$ cat src/rtl/core/eaq_pkg.sv
// ----------------------------------------------------------------------------
// eaq_pkg: shared types and constants of the Euler angle converter
// Holds the arctangent table and the CORDIC gain that the rotator uses, and the
// saturation limit that the rotator and the top level both use.
// ----------------------------------------------------------------------------
package eaq_pkg;

	localparam int unsigned DEF_CORDIC_STEPS = 16;
	localparam int unsigned DEF_ANGLE_BITS   = 16;
	localparam int unsigned ATAN_ENTRIES     = 24;
	localparam int unsigned QW               = 18;
	localparam logic signed [33:0] GAIN_Q30  = 34'sd652032874;
	localparam logic signed [QW-1:0] ONE_Q16 = 18'sd65536;

	typedef logic signed [QW-1:0] q16_t;

	typedef logic [31:0] atan_tab_t [ATAN_ENTRIES];
	localparam atan_tab_t ATAN_TURNS = '{
		32'h20000000, 32'h12E4051E, 32'h09FB385B, 32'h051111D4,
		32'h028B0D43, 32'h0145D7E1, 32'h00A2F61E, 32'h00517C55,
		32'h0028BE53, 32'h00145F2F, 32'h000A2F98, 32'h000517CC,
		32'h00028BE6, 32'h000145F3, 32'h0000A2FA, 32'h0000517D,
		32'h000028BE, 32'h0000145F, 32'h00000A30, 32'h00000518,
		32'h0000028C, 32'h00000146, 32'h000000A3, 32'h00000051
	};

	// Clamps a wide signed value to plus or minus one in Q1.16.
	function automatic q16_t sat_one(input logic signed [47:0] v);
		if (v > 48'sd65536) begin
			return ONE_Q16;
		end else if (v < -48'sd65536) begin
			return -ONE_Q16;
		end
		return v[QW-1:0];
	endfunction

endpackage

$ cat src/rtl/core/eaq_cordic.sv
// ----------------------------------------------------------------------------
// eaq_cordic: pipelined CORDIC rotator for one half-angle
// One CORDIC iteration per register stage; gives cos and sin in Q1.16.
// The pipeline holds an input register, the iteration registers and an output register, and advances on en.
// ----------------------------------------------------------------------------
module eaq_cordic #(
	parameter int unsigned CORDIC_STEPS = eaq_pkg::DEF_CORDIC_STEPS,
	parameter int unsigned ANGLE_BITS   = eaq_pkg::DEF_ANGLE_BITS
) (
	input  logic                  clk,
	input  logic                  en,
	input  logic [15:0]           angle,
	output eaq_pkg::q16_t         cos_q,
	output eaq_pkg::q16_t         sin_q
);

	localparam int unsigned N = (CORDIC_STEPS > eaq_pkg::ATAN_ENTRIES) ?
		eaq_pkg::ATAN_ENTRIES : CORDIC_STEPS;

	logic signed [33:0] x_s [N+1];
	logic signed [33:0] y_s [N+1];
	logic signed [32:0] z_s [N+1];
	logic               flip_s [N+1];

	logic signed [31:0] a_ext;
	logic [31:0]        ph;
	logic               flip;
	logic [31:0]        ph_r;

	always_comb begin
		a_ext = 32'(signed'(angle));
		ph    = 32'(a_ext[ANGLE_BITS-1:0]) << (32 - ANGLE_BITS);
		flip  = ph[31] ^ ph[30];
		ph_r  = flip ? (ph - 32'h80000000) : ph;
	end

	always_ff @(posedge clk) begin
		if (en) begin
			x_s[0]    <= eaq_pkg::GAIN_Q30;
			y_s[0]    <= '0;
			z_s[0]    <= 33'(signed'(ph_r));
			flip_s[0] <= flip;
		end
	end

	for (genvar i = 0; i < N; i++) begin : g_it
		logic signed [33:0] dx, dy;
		logic signed [32:0] at;
		assign dx = x_s[i] >>> i;
		assign dy = y_s[i] >>> i;
		assign at = 33'(eaq_pkg::ATAN_TURNS[i]);
		always_ff @(posedge clk) begin
			if (en) begin
				flip_s[i+1] <= flip_s[i];
				if (!z_s[i][32]) begin
					x_s[i+1] <= x_s[i] - dy;
					y_s[i+1] <= y_s[i] + dx;
					z_s[i+1] <= z_s[i] - at;
				end else begin
					x_s[i+1] <= x_s[i] + dy;
					y_s[i+1] <= y_s[i] - dx;
					z_s[i+1] <= z_s[i] + at;
				end
			end
		end
	end

	logic signed [33:0] xf, yf;
	assign xf = flip_s[N] ? -x_s[N] : x_s[N];
	assign yf = flip_s[N] ? -y_s[N] : y_s[N];

	always_ff @(posedge clk) begin
		if (en) begin
			cos_q <= eaq_pkg::sat_one(48'((xf + 34'sd8192) >>> 14));
			sin_q <= eaq_pkg::sat_one(48'((yf + 34'sd8192) >>> 14));
		end
	end

endmodule

$ cat config.mk
export PLATFORM = sky130hd
export DESIGN_NAME = eaq_cordic
export DESIGN_NICKNAME = d
export VERILOG_FILES = /design/src/rtl/core/eaq_pkg.sv /design/src/rtl/core/eaq_cordic.sv
export SDC_FILE = /design/constraint.sdc
export NUM_CORES = 2
export LEC_CHECK = 0
export BUFFER_PORTS_ARGS = -buffer_cell sky130_fd_sc_hd__buf_2
export CORE_ASPECT_RATIO = 2
export CORE_MARGIN = 3
export CORE_UTILIZATION = 66
export DETAILED_ROUTE_END_ITERATION = 10
export HOLD_SLACK_MARGIN = 0.03
export PLACE_DENSITY = 0.86
export SLEW_MARGIN = 20
export SYNTH_ARGS = -nofsm -noshare
export SYNTH_HDL_FRONTEND = slang
export SYNTH_SLANG_ARGS = --single-unit
$ cat constraint.sdc
create_clock -name clk -period 9.6 [get_ports clk]
set_input_delay 2.88 -clock clk [delete_from_list [all_inputs] [get_ports clk]]
set_output_delay 2.88 -clock clk [all_outputs]
set_load 0.05 [all_outputs]
; Word level (Yosys, flattened, before mapping)
; Memory sizes are Yosys's and may differ from the RTL's.
; Index checks and enable logic that the tools add are counted.
[op_classes]
addsub = 100
magnitude_cmp = 4
mux = 161
n_bitwise = 49
[ops]
columns = op, count
row1 = $mux W34, 34
row2 = $mux W33, 16
row3 = $mux W18, 6
row4 = $mux W1, 104
row5 = $add A34 B15 Y35 const B, 2
row6 = $add A34 B19 Y34, 2
row7 = $add A34 B20 Y34, 2
row8 = $add A34 B21 Y34, 2
row9 = $add A34 B22 Y34, 2
row10 = $add A34 B23 Y34, 2
row11 = $add A34 B24 Y34, 2
row12 = $add A34 B25 Y34, 2
row13 = $add A34 B26 Y34, 2
row14 = $add A34 B27 Y34, 2
row15 = $add A34 B28 Y34, 2
row16 = $add A34 B29 Y34, 2
row17 = $add A34 B30 Y34, 2
row18 = $add A34 B31 Y34, 2
row19 = $add A34 B32 Y34, 2
row20 = $add A34 B33 Y34, 2
row21 = $neg A34 Y34, 2
row22 = $sub A34 B19 Y34, 2
row23 = $sub A34 B20 Y34, 2
row24 = $sub A34 B21 Y34, 2
row25 = 52 further kinds, 114
[word_totals]
reg_bits = 36
ramBits = 1734
in_bits = 18
output_inout_bits = 36
elab_cells = 320
n_memories = 4
[mem_list]
columns = name, words, width, read_ports, rd_clocked_by_memory_dff, write_ports, line_no
row1 = x_s, 17, 34, 17, 0, 17, eaq_cordic.sv:20  ; logic signed [33:0] x_s [N+1];
row2 = y_s, 17, 34, 17, 0, 17, eaq_cordic.sv:21  ; logic signed [33:0] y_s [N+1];
row3 = z_s, 17, 33, 16, 0, 17, eaq_cordic.sv:22  ; logic signed [32:0] z_s [N+1];
row4 = flip_s, 17, 1, 17, 0, 17, eaq_cordic.sv:23  ; logic flip_s [N+1];

; Longest topological paths before layout
; An unclocked memory read counts as a cell.
[logic_depth]
ltp_word = 9
mapped_depth = 22
ltp_nobuf = 22

; Worst setup path after synthesis
; Ideal clock, no wire load.
[synth_timing]
path_kind = input to register
startpoint = input port en
endpoint = memory y_s[6][32], data pin
setup_ns = 0.257
arrival_ns = 7.506
required_ns = 9.343
slack_ns = 1.837
stages = 21
n_path_buf = 4
path_cell_list = clkbuf_1 > clkbuf_1 > nand2_1 > inv_1 > clkbuf_1 > buf_1 > nor2_1 > xnor2_1 > ha_1 > a21o_1 > a21oi_1 > o21ai_0 > and3_1 > o41ai_1 > a21oi_1 > a21oi_1 > nor2_1 > o221a_2 > a41o_1 > o41a_1 > xor2_1
[synth_lines]
columns = item, line_no
row1 = start: declaration, eaq_cordic.sv:11  ; input logic en,
row2 = end: declaration, eaq_cordic.sv:21

==> flow_summary_export.csv <==
group,metric,value,unit
layout,seq_area,44600,sq um
sta,transition_at_the_pin_with_the_smallest_max_transition_slack,1.20,ns
cts,cts_hold_buf,0,
synthesis,largest_family_of_logic_cells_by_synthesized_area,"compound AO/OA/AOI/OAI gates",
global_route,grt_use_total,40.5,%
route,route.final.wire_length,396,mm
floorplan,die_h,616,um
sta,final-hold-violation-count,0,
critical_path,startpoint_type,"primary input",
global_route,antenna_violations_before_repair,13,
cts,cts_sinks,1484,
synthesis,ys_warn_count,0,
sta,slew_viol_final,0,
place,io_buffer_count,53,
route,drt-wirelength-per-cell,25.7,um
global_route,total_global_routing_overflow,0,
sta,max-slew-margin-rel,19.3,%
floorplan,floorplan.die.width,311,um
floorplan,top_level_ports,54,
cts,post_cts_gate_resize_count,0,
synthesis,synthCells,12696,
floorplan,floorplan.initialDensity,66.5,%
sta,post-route-period-util,80.8,%
layout,final.fill_count,13544,
cts,tritoncts,"yes",
floorplan,die_area,192000,sq um
critical_path,timing.critical_path.fanout_max,53,
cts,clk_pin_slew_worst_paths,0.06,ns
critical_path,cp_top_family,"compound AO/OA/AOI/OAI gates",
synthesis,synthSimpleGateAreaFrac,13.5,%
sta,rsz0062_at_grt,"no",
route,route.antenna.remaining_nets,0,
synthesis,count_of_flip_flops_with_a_built_in_enable_after_synthesis,1484,
min_path,min-delay-path-class,"flip-flop to flip-flop",
layout,layout_commonest_cell,"sky130_fd_sc_hd__edfxtp_1",
sta,finalSetupViolCount,0,
synthesis,synth_area,123000,sq um
layout,area.growth.synth_to_final,6.75,%
synthesis,synth_fa_ha_area_share,14.6,%
synthesis,syn_nets,14118,
synthesis,ys_ff_latch,1484,
sta,final.setup.tns,0,ns
synthesis,multiplexer_area_fraction_after_synthesis,1.03,%
place,gp_congestion,1.12,
route,count_of_unresolved_drc_violations_after_routing,0,
layout,multiInputGateArea,75700,sq um
flow_run,drv.max_cap_violation_count,0,
critical_path,critical_path_buf_inv_count,5,
run_status,result_of_the_run,"complete, no violations",
global_route,grt_start_max_net_pins,145,
place,place_hpwl,311,mm
sta,skew,0.0797,ns
synthesis,synth_compound_area_share,19.3,%
layout,final_cell_mix,"sky130_fd_sc_hd__edfxtp_1, sky130_fd_sc_hd__ha_1, sky130_fd_sc_hd__xnor2_1, sky130_fd_sc_hd__a21oi_1, sky130_fd_sc_hd__nor2_1",
cts,cts_setup_buffers,0,
synthesis,netlist_top_cells_area,"sky130_fd_sc_hd__edfxtp_1, sky130_fd_sc_hd__ha_1, sky130_fd_sc_hd__xnor2_1",
synthesis,yosys.area_share.xor_xnor,13.2,%
global_route,wire_length_of_the_first_global_routing_pass,597,mm
synthesis,synth.avg_cell_area,9.68,sq um
floorplan,floorplan.core_area,185000,sq um
synthesis,count_of_cell_types_in_the_netlist,107,
floorplan,row_count,223,
cts,tritoncts.num_buffers,148,
route,detailroute.via_count,102518,
critical_path,timing.critical_path.to_type,"flip-flop",
synthesis,yosys.area.top_type_share,36.3,%
synthesis,synth_top_flop_cell,"sky130_fd_sc_hd__edfxtp_1",
critical_path,setup.worst_path.class,"primary input to flip-flop",
critical_path,cp_data_arrival_time,8.32,ns
route,first_pass_iters,6,
critical_path,cp.required,10.17,ns
cts,cts.htree.levels,4,
cts,cts-root-to-sink-buffers,4,
sta,max_freq,0.129,GHz
route,viasPerCell,6.67,
critical_path,cp_slowest_cell,"sky130_fd_sc_hd__o31ai_1",
critical_path,worstPathCellList,"buf_12 > nand2_1 > buf_4 > clkinv_1 > buf_4 > buf_4 > a21oi_1 > xnor2_1 > ha_1 > o21ai_0 > o21bai_1 > a211oi_1 > a21oi_1 > o31ai_1 > o22ai_1 > o41ai_1 > o21bai_1 > a21oi_1 > xnor2_1",
global_route,first_global_vias,106594,
layout,drive_above_1_share,4.34,%
synthesis,netlist.top_cell.by_area,"sky130_fd_sc_hd__edfxtp_1",
critical_path,max_stage_delay,0.75,ns
layout,finalNetCount,14213,
route,drt_iter0_drc,7087,
sta,timing.final.crit_period,7.76,ns
cts,clock-root-buffer,"sky130_fd_sc_hd__clkbuf_16",
synthesis,synth_seq_area_share,36.3,%
cts,clk-insertion-delay-late,0.87,ns
synthesis,ys_async_sr_fraction,0,%
[final cells by class]
type                            count  share of cell area [%]
Inverter                          504                    1.44
Antenna cell                        7                  0.0134
Multi-Input combinational cell  10507                    57.7
Clock buffer                      163                    2.92
Tap cell                         2475                    2.36
Timing Repair Buffer              146                   0.786
Sequential cell                  1484                    34.0
Clock inverter                     93                   0.779
[sequential cells by signal, summed over array words and instances, names as in the netlist]
signal,count
sin_q,18
z_s,436
cos_q,18
flip_s,17
x_s,484
y_s,511
[metal layers]
metal  GRT usage (%)  routed length [um]  up-vias  part of all wire (%)
met5           0.429                 200        -                 0.051
met4            50.0               60200       14                    15
met1            30.3              108000    48409                    27
li1                -                   -    47327                     -
met2            76.7              208000     4309                    53
met3            7.48               19400     2459                   4.9
[kinds of logic (layout without fill, tap and decap cells)]
group                      after synthesis  count (layout)
DFF                                   1484            1484
xor gates and xnor gates              1850            1850
AOI/OAI and AO/OA                     3730            3730
muxes                                  120             120
buffers and inverters                  705             906
adders and majority gates             1405            1405
other                                    0               7
and+or+nand+nor                       3402            3402
[through the flow]
step	std cells	utilization (%)	instance area, sq um	setup slack (ns)	hold slack (ns)
after floorplan	12696	-	123000	1.84	0.400
after global placement	15112	68.3	126000	1.40	0.405
after detailed placement	15114	68.3	126000	1.26	0.406
after CTS	15370	70.9	131000	2.05	0.423
after global routing	15374	71.0	131000	1.59	0.425
final	15379	71.0	131000	1.84	0.421
[path summary, 6_finish.rpt]
path | start | slack [ns] | to | depth (start not counted)
min | z_s[0][18]$_DFFE_PP_ | 0.42 | z_s[1][18]$_DFFE_PP_ | 0
max reg2reg | y_s[4][4]$_DFFE_PP_ | 3.18 | x_s[5][33]$_DFFE_PP_ | 21
max | en | 1.84 | y_s[4][33]$_DFFE_PP_ | 19
min reg2reg | z_s[0][18]$_DFFE_PP_ | 0.42 | z_s[1][18]$_DFFE_PP_ | 0
[cell usage after synthesis (all sizes together), types with 182 or more instances]
library cell	number
nand3	214
ha	1362
xor2	598
inv	500
nand2	673
nor3	321
a21o	527
nand2b	220
o21ai	680
nor2b	182
nor2	1115
o21a	233
a21oi	1235
edfxtp	1484
xnor2	1252
Power is left out: the tool's default activity adds up to more than one toggle a clock period on the data nets, which glitch-free logic cannot reach.
